**config.mk**
```make
export PLATFORM = sky130hd
export DESIGN_NAME = sfra_ctrl
export DESIGN_NICKNAME = d
export VERILOG_FILES = /design/src/hw/rtl/sfra_pkg.sv /design/src/hw/rtl/sfra_ctrl.sv
export SDC_FILE = /design/constraint.sdc
export NUM_CORES = 1
export LEC_CHECK = 0
export ABC_AREA = 1
export BUFFER_PORTS_ARGS = -buffer_cell sky130_fd_sc_hd__buf_2
export CORE_MARGIN = 2
export CORE_UTILIZATION = 55
export DETAILED_ROUTE_END_ITERATION = 16
export GPL_TIMING_DRIVEN = 1
export PLACE_DENSITY = 0.91
export SYNTH_ARGS = -nofsm -noshare
export SYNTH_HDL_FRONTEND = slang
export SYNTH_SLANG_ARGS = --single-unit
```
**constraint.sdc**
```tcl
create_clock -name i_clk -period 2.6 [get_ports i_clk]
set_input_delay 0.13 -clock i_clk [delete_from_list [all_inputs] [get_ports i_clk]]
set_output_delay 0.13 -clock i_clk [all_outputs]
set_load 0.02 [all_outputs]
```
**src/hw/rtl/sfra_pkg.sv**
```systemverilog
// Shared constants, types and the bin helper function of the segregated-fit region allocator.
package sfra_pkg;

    localparam int REGION_BYTES       = 65536;
    localparam int ALIGN_BYTES        = 16;
    localparam int MEM_HEADER_BYTES   = 64;
    localparam int BLOCK_HEADER_BYTES = 48;
    localparam int BIN_COUNT          = 16;

    localparam int MIN_SPLIT       = 256;
    localparam int FIRST_BIN_LIMIT = 512;

    localparam int SLOTS    = REGION_BYTES / ALIGN_BYTES;
    localparam int POFF     = (BLOCK_HEADER_BYTES + ALIGN_BYTES - 1) / ALIGN_BYTES * ALIGN_BYTES;
    localparam int ALIGN_SH = $clog2(ALIGN_BYTES);

    localparam int SLOT_W = $clog2(SLOTS);
    localparam int LINK_W = SLOT_W + 1;
    localparam int SIZE_W = $clog2(REGION_BYTES) + 1;
    localparam int NEED_W = 33;
    localparam int BIN_W  = $clog2(BIN_COUNT);
    localparam int KCNT_W = BIN_W + 1;
    localparam int STEP_W = LINK_W;
    localparam int REQ_W  = 32;
    localparam int OFF_W  = 16;
    localparam int STAT_W = 2;

    localparam logic [LINK_W-1:0] NIL = LINK_W'(SLOTS);

    // Result status codes.
    localparam logic [STAT_W-1:0] STAT_DONE  = 2'd0;
    localparam logic [STAT_W-1:0] STAT_ZERO  = 2'd1;
    localparam logic [STAT_W-1:0] STAT_NOFIT = 2'd2;

    // Operation codes carried in tuser.
    localparam logic FUNC_ALLOC = 1'b0;
    localparam logic FUNC_FREE  = 1'b1;

    typedef logic [4:0] t_cmd;

    localparam t_cmd CMD_IDLE      = 5'd0;
    localparam t_cmd CMD_LOAD      = 5'd1;
    localparam t_cmd CMD_FORMAT    = 5'd2;
    localparam t_cmd CMD_SEEK_INIT = 5'd3;
    localparam t_cmd CMD_SEEK_BIN  = 5'd4;
    localparam t_cmd CMD_READ_CUR  = 5'd5;
    localparam t_cmd CMD_SEEK_ADV  = 5'd6;
    localparam t_cmd CMD_FOUND     = 5'd7;
    localparam t_cmd CMD_UL_INIT   = 5'd8;
    localparam t_cmd CMD_UL_ADV    = 5'd9;
    localparam t_cmd CMD_UL_HIT    = 5'd10;
    localparam t_cmd CMD_UL_CLR    = 5'd11;
    localparam t_cmd CMD_MARK_USED = 5'd12;
    localparam t_cmd CMD_CARVE_NEW = 5'd13;
    localparam t_cmd CMD_CARVE_FIX = 5'd14;
    localparam t_cmd CMD_PUSH      = 5'd15;
    localparam t_cmd CMD_READ_B    = 5'd16;
    localparam t_cmd CMD_F_MARK    = 5'd17;
    localparam t_cmd CMD_READ_LEFT = 5'd18;
    localparam t_cmd CMD_L_TAKE    = 5'd19;
    localparam t_cmd CMD_L_MERGE   = 5'd20;
    localparam t_cmd CMD_READ_RGT  = 5'd21;
    localparam t_cmd CMD_R_TAKE    = 5'd22;
    localparam t_cmd CMD_R_MERGE   = 5'd23;
    localparam t_cmd CMD_RES_ZERO  = 5'd24;
    localparam t_cmd CMD_RES_NOFIT = 5'd25;
    localparam t_cmd CMD_EMIT      = 5'd26;

    typedef struct packed {
        logic walk_end;
        logic k_last;
        logic fit;
        logic hit;
        logic rd_free;
        logic left_ok;
        logic right_ok;
        logic can_split;
        logic free_ok;
        logic is_free;
        logic req_zero;
        logic ready;
        logic slot_free;
    } t_sts;

    // Bin i holds sizes up to FIRST_BIN_LIMIT << i; the last bin takes the rest.
    function automatic logic [BIN_W-1:0] bin_of(input logic [NEED_W-1:0] sz);
        logic [BIN_W-1:0] k;
        k = BIN_W'(BIN_COUNT - 1);
        for (int i = BIN_COUNT - 2; i >= 0; i--) begin
            if ({31'd0, sz} <= (64'(FIRST_BIN_LIMIT) << i)) begin
                k = BIN_W'(i);
            end
        end
        return k;
    endfunction

endpackage

```
**src/hw/rtl/sfra_ctrl.sv**
```systemverilog
// Sequencing state machine of the segregated-fit region allocator.
module sfra_ctrl (
    input  logic              i_clk,
    input  logic              i_rst_n,
    input  logic              i_in_valid,
    input  sfra_pkg::t_sts    i_sts,
    output logic              o_in_ready,
    output sfra_pkg::t_cmd    o_cmd
);

    localparam logic [4:0] S_IDLE      = 5'd0;
    localparam logic [4:0] S_DISPATCH  = 5'd1;
    localparam logic [4:0] S_SEEK_INIT = 5'd2;
    localparam logic [4:0] S_SEEK_TEST = 5'd3;
    localparam logic [4:0] S_SEEK_CHK  = 5'd4;
    localparam logic [4:0] S_UL_INIT   = 5'd5;
    localparam logic [4:0] S_UL_TEST   = 5'd6;
    localparam logic [4:0] S_UL_CHK    = 5'd7;
    localparam logic [4:0] S_UL_CLR    = 5'd8;
    localparam logic [4:0] S_MARK_USED = 5'd9;
    localparam logic [4:0] S_CARVE_NEW = 5'd10;
    localparam logic [4:0] S_CARVE_FIX = 5'd11;
    localparam logic [4:0] S_PUSH      = 5'd12;
    localparam logic [4:0] S_F_READ    = 5'd13;
    localparam logic [4:0] S_F_CHK     = 5'd14;
    localparam logic [4:0] S_L_TEST    = 5'd15;
    localparam logic [4:0] S_L_CHK     = 5'd16;
    localparam logic [4:0] S_L_MERGE   = 5'd17;
    localparam logic [4:0] S_R_TEST    = 5'd18;
    localparam logic [4:0] S_R_CHK     = 5'd19;
    localparam logic [4:0] S_R_MERGE   = 5'd20;
    localparam logic [4:0] S_RESULT    = 5'd21;

    logic [4:0] r_state, n_state;
    logic [4:0] r_ret, n_ret;

    always_ff @(posedge i_clk) begin
        if (!i_rst_n) begin
            r_state <= S_IDLE;
            r_ret   <= S_IDLE;
        end else begin
            r_state <= n_state;
            r_ret   <= n_ret;
        end
    end

    assign o_in_ready = (r_state == S_IDLE);

    always_comb begin
        n_state = r_state;
        n_ret   = r_ret;
        o_cmd   = sfra_pkg::CMD_IDLE;
        case (r_state)
            S_IDLE: begin
                if (i_in_valid) begin
                    o_cmd   = sfra_pkg::CMD_LOAD;
                    n_state = S_DISPATCH;
                end
            end
            S_DISPATCH: begin
                if (i_sts.is_free) begin
                    n_state = i_sts.free_ok ? S_F_READ : S_RESULT;
                end else if (i_sts.req_zero) begin
                    o_cmd   = sfra_pkg::CMD_RES_ZERO;
                    n_state = S_RESULT;
                end else begin
                    if (!i_sts.ready) begin
                        o_cmd = sfra_pkg::CMD_FORMAT;
                    end
                    n_state = S_SEEK_INIT;
                end
            end
            S_SEEK_INIT: begin
                o_cmd   = sfra_pkg::CMD_SEEK_INIT;
                n_state = S_SEEK_TEST;
            end
            S_SEEK_TEST: begin
                if (i_sts.walk_end) begin
                    if (i_sts.k_last) begin
                        o_cmd   = sfra_pkg::CMD_RES_NOFIT;
                        n_state = S_RESULT;
                    end else begin
                        o_cmd = sfra_pkg::CMD_SEEK_BIN;
                    end
                end else begin
                    o_cmd   = sfra_pkg::CMD_READ_CUR;
                    n_state = S_SEEK_CHK;
                end
            end
            S_SEEK_CHK: begin
                if (i_sts.fit) begin
                    o_cmd   = sfra_pkg::CMD_FOUND;
                    n_ret   = S_MARK_USED;
                    n_state = S_UL_INIT;
                end else begin
                    o_cmd   = sfra_pkg::CMD_SEEK_ADV;
                    n_state = S_SEEK_TEST;
                end
            end
            S_UL_INIT: begin
                o_cmd   = sfra_pkg::CMD_UL_INIT;
                n_state = S_UL_TEST;
            end
            S_UL_TEST: begin
                if (i_sts.walk_end) begin
                    n_state = r_ret;
                end else begin
                    o_cmd   = sfra_pkg::CMD_READ_CUR;
                    n_state = S_UL_CHK;
                end
            end
            S_UL_CHK: begin
                if (i_sts.hit) begin
                    o_cmd   = sfra_pkg::CMD_UL_HIT;
                    n_state = S_UL_CLR;
                end else begin
                    o_cmd   = sfra_pkg::CMD_UL_ADV;
                    n_state = S_UL_TEST;
                end
            end
            S_UL_CLR: begin
                o_cmd   = sfra_pkg::CMD_UL_CLR;
                n_state = r_ret;
            end
            S_MARK_USED: begin
                o_cmd   = sfra_pkg::CMD_MARK_USED;
                n_state = i_sts.can_split ? S_CARVE_NEW : S_RESULT;
            end
            S_CARVE_NEW: begin
                o_cmd   = sfra_pkg::CMD_CARVE_NEW;
                n_state = S_CARVE_FIX;
            end
            S_CARVE_FIX: begin
                o_cmd   = sfra_pkg::CMD_CARVE_FIX;
                n_state = S_PUSH;
            end
            S_PUSH: begin
                o_cmd   = sfra_pkg::CMD_PUSH;
                n_state = S_RESULT;
            end
            S_F_READ: begin
                o_cmd   = sfra_pkg::CMD_READ_B;
                n_state = S_F_CHK;
            end
            S_F_CHK: begin
                if (i_sts.rd_free) begin
                    n_state = S_RESULT;
                end else begin
                    o_cmd   = sfra_pkg::CMD_F_MARK;
                    n_state = S_L_TEST;
                end
            end
            S_L_TEST: begin
                if (i_sts.left_ok) begin
                    o_cmd   = sfra_pkg::CMD_READ_LEFT;
                    n_state = S_L_CHK;
                end else begin
                    n_state = S_R_TEST;
                end
            end
            S_L_CHK: begin
                if (i_sts.rd_free) begin
                    o_cmd   = sfra_pkg::CMD_L_TAKE;
                    n_ret   = S_L_MERGE;
                    n_state = S_UL_INIT;
                end else begin
                    n_state = S_R_TEST;
                end
            end
            S_L_MERGE: begin
                o_cmd   = sfra_pkg::CMD_L_MERGE;
                n_state = S_R_TEST;
            end
            S_R_TEST: begin
                if (i_sts.right_ok) begin
                    o_cmd   = sfra_pkg::CMD_READ_RGT;
                    n_state = S_R_CHK;
                end else begin
                    n_state = S_PUSH;
                end
            end
            S_R_CHK: begin
                if (i_sts.rd_free) begin
                    o_cmd   = sfra_pkg::CMD_R_TAKE;
                    n_ret   = S_R_MERGE;
                    n_state = S_UL_INIT;
                end else begin
                    n_state = S_PUSH;
                end
            end
            S_R_MERGE: begin
                o_cmd   = sfra_pkg::CMD_R_MERGE;
                n_state = S_PUSH;
            end
            S_RESULT: begin
                if (i_sts.slot_free) begin
                    o_cmd   = sfra_pkg::CMD_EMIT;
                    n_state = S_IDLE;
                end
            end
            default: begin
                n_state = S_IDLE;
            end
        endcase
    end

endmodule

```
==> flow_metrics.env <==
export IMPL_fin_crit_sh_pct=80.0
export IMPL_grt_overflow=0
export IMPL_cap_viol_max_count=0
export IMPL_cp_top_family="simple AND/OR/NAND/NOR gates"
export IMPL_holdWs_ns=0.112
export IMPL_crit_chain="nor2_2, nand2_1, nor2_2, nand2_2, nand4_1, nor3_1, o21ai_0, buf_2"
export IMPL_post_cts_setup_buffer_count=0
export IMPL_power_density_nw_per_um2=935
export IMPL_synth_xor_xnor_area_share_pct=0
export IMPL_post_route_drc_count=0
export IMPL_cpMostUsedCell="nor2_2"
export IMPL_hold_buffers=0
export IMPL_crit_cells=8
export IMPL_yosysUniqueCellTypes=25
export IMPL_slew_violations=0
export IMPL_crit_arrival_ns=1.95
export IMPL_die_y_um=48.8
export IMPL_yosysWarningCount=0
export IMPL_totalWireLength_um=3420
export IMPL_grt_pass1_wl_um=5660
export IMPL_first_iter_violations=156
export IMPL_crit_path_max_incr_delay_ns=0.45
export IMPL_synth_area_per_cell_um2=5.46
export IMPL_drive_gt1_share_pct=21.3
export IMPL_grt_antenna_before_repair=0
export IMPL_outcome="finished, final reports clean"
export IMPL_start_kind="register"
export IMPL_setup_viol=0
export IMPL_hold_path_depth=3
export IMPL_htreeDepth=1
export IMPL_cpMaxStageDelayCell="nor2_2"
export IMPL_yosys_area_share_simple_pct=60.7
export IMPL_regArea_um2=180
export IMPL_path_buf_inv=1
export IMPL_clk_pin_slew_ns=0.05
export IMPL_grt_use_total_pct=31.1
export IMPL_io_pins=22
export IMPL_tns_ns=0
export IMPL_die_x_um=48.8
export IMPL_layout_nets=242
export IMPL_vdd_ir_drop_max_mv=0.690
export IMPL_numPortBuffers=21
export IMPL_slew_headroom_pct=65.6
export IMPL_grt_pass1_vias=1328
export IMPL_via_per_inst=5.75
export IMPL_synth_compound_area_share_pct=11.7
export IMPL_multi_input_area_um2=798
export IMPL_cts_made_buffers=3
export IMPL_antenna_cells=0
export IMPL_rsz0062_at_grt="false"
export IMPL_clockBufferDepth=2
export IMPL_cts_tree="yes"
export IMPL_place_ws_ns=0.829
export IMPL_start_util_pct=57.4
export IMPL_synth_mux_area_share_pct=0
export IMPL_nFillCells=199
export IMPL_fmaxAchievable_mhz=481
export IMPL_wl_per_cell_um=13.6
export IMPL_worst_pin_slew_ns=0.516
export IMPL_cts_sinks=9
export IMPL_cp_end_kind="output port"
export IMPL_cp_required_ns=2.47
export IMPL_yosysSeqAreaShare_pct=16.3
export IMPL_period_needed_ns=2.08
export IMPL_grt_max_degree=13
export IMPL_synthCells=202
export IMPL_cts_root_buf="clkbuf_4"
export IMPL_critPathKind="register to output port"
export IMPL_clk_insertion_delay_late_ns=0.25
export IMPL_area_growth_pct=13.5
export IMPL_syn_area_um2=1100
export IMPL_dieArea_um2=2380
export IMPL_rr_worst_depth=9
export IMPL_cts_repair_resized=0
export IMPL_first_pass_iters=6
export IMPL_syn_nets=218
export IMPL_worst_slack_ns=0.521
export IMPL_finalHoldViolCount=0
export IMPL_coreArea_um2=1920
export IMPL_path_max_fanout=12
export IMPL_leakagePower_nw=0.708
export IMPL_yosys_register_bits=9
export IMPL_std_cell_rows=16
export IMPL_hp_class="input port to register"
export IMPL_synth_top_family_by_area="simple AND/OR/NAND/NOR gates"
export IMPL_dp_hpwl_um=2880
export IMPL_fin_skew_ns=0.00129
export IMPL_ant_nets=0
export IMPL_synthAdderAreaFrac_pct=0
export IMPL_gp_congestion=1.01
export IMPL_vias=1450
-- sequential cells by signal (all words and copies together), names as in the netlist --
name and cells:
r_ret 4, r_state 5
-- report_power, final --
group	internal (mW)	total (mW)	leakage, nW	switching, mW
Sequential	0.176	0.238	0.0732	0.0626
Combinational	0.255	0.832	0.620	0.577
Clock	0.0587	0.101	0.0150	0.0422
Total	0.489	1.17	0.708	0.682
-- kinds of logic after synthesis --
| kind of cell | after synthesis |
|---|---|
| AOI/OAI and AO/OA | 23 |
| and+or+nand+nor | 139 |
| DFF | 9 |
| buffers and inverters | 31 |
-- worst register-to-register path: cells and delay by family (launching register included) --
family          cells  cell delay [ns]
flops               1             0.37
simple gates        8             1.21
compound gates      1             0.11
-- Yosys cell counts (all sizes together) --
master / count / area (um^2)
nand2: 59 / 229
nor2: 38 / 180
inv: 29 / 109
nand3: 24 / 140
a21oi: 11 / 55.1
dfxtp: 9 / 180
nand4: 9 / 56.3
o21ai: 7 / 35.0
nor3: 5 / 35.0
buf: 2 / 16.3
nand3b: 2 / 15.0
o211ai: 2 / 15.0
a211oi: 1 / 7.51
a22oi: 1 / 7.51
nor3b: 1 / 7.51
nor4: 1 / 6.26
o2111ai: 1 / 8.76
-- layout make-up --
type / count / share of cell area, %
inverter: 29 / 8.69
tap: 27 / 2.70
sequential: 9 / 14.4
clock buffer: 4 / 2.10
multi-input combinational: 162 / 63.7
timing repair buffer: 21 / 8.39
-- routing by layer --
metal	share of wire, %	vias to the layer above	global-route usage [%]	wire length (um)
met3	11	17	5.21	392
met1	40	616	36.8	1370
met5	0	-	0	0
met2	45	105	52.1	1540
li1	-	712	-	-
met4	3.3	0	19.5	112
-- path summary, 6_finish.rpt --
kind	start	end	slack, ns
worst max register to register	r_state[2]$_SDFFE_PN0P_	r_state[0]$_SDFFE_PN0P_	0.85
worst max-delay path	r_state[2]$_SDFFE_PN0P_	o_cmd[1]	0.52
worst min-delay path	i_rst_n	r_ret[0]$_SDFFE_PN0P_	0.11
worst min register to register	r_ret[0]$_SDFFE_PN0P_	r_ret[0]$_SDFFE_PN0P_	0.46
-- per-stage QoR --
stage,instances,power (mW),util [%],cell area (um^2)
4_1_cts,252,1.16,65.2,1250
3_5_place_dp,248,1.05,63.8,1230
2_1_floorplan,202,0.842,-,1100
5_1_grt,252,1.26,65.2,1250
3_3_place_gp,248,1.06,63.8,1230
6_report,252,1.17,65.2,1250
-- placed cells by master (no fill, tap or decap), types with 2 or more instances in the layout --
cell,count
o211ai_1,2
nand2_2,3
nor2_4,2
nand3b_1,2
o21ai_0,5
nand3_1,20
nor2_1,27
o21ai_1,2
clkbuf_4,3
inv_2,4
a21oi_1,11
inv_1,25
nand3_2,4
nor3_2,2
nand4_1,9
dfxtp_1,9
nand2_1,56
nor3_1,3
nor2_2,9
buf_2,21
Note: power is estimated with default switching activity, not from simulation.
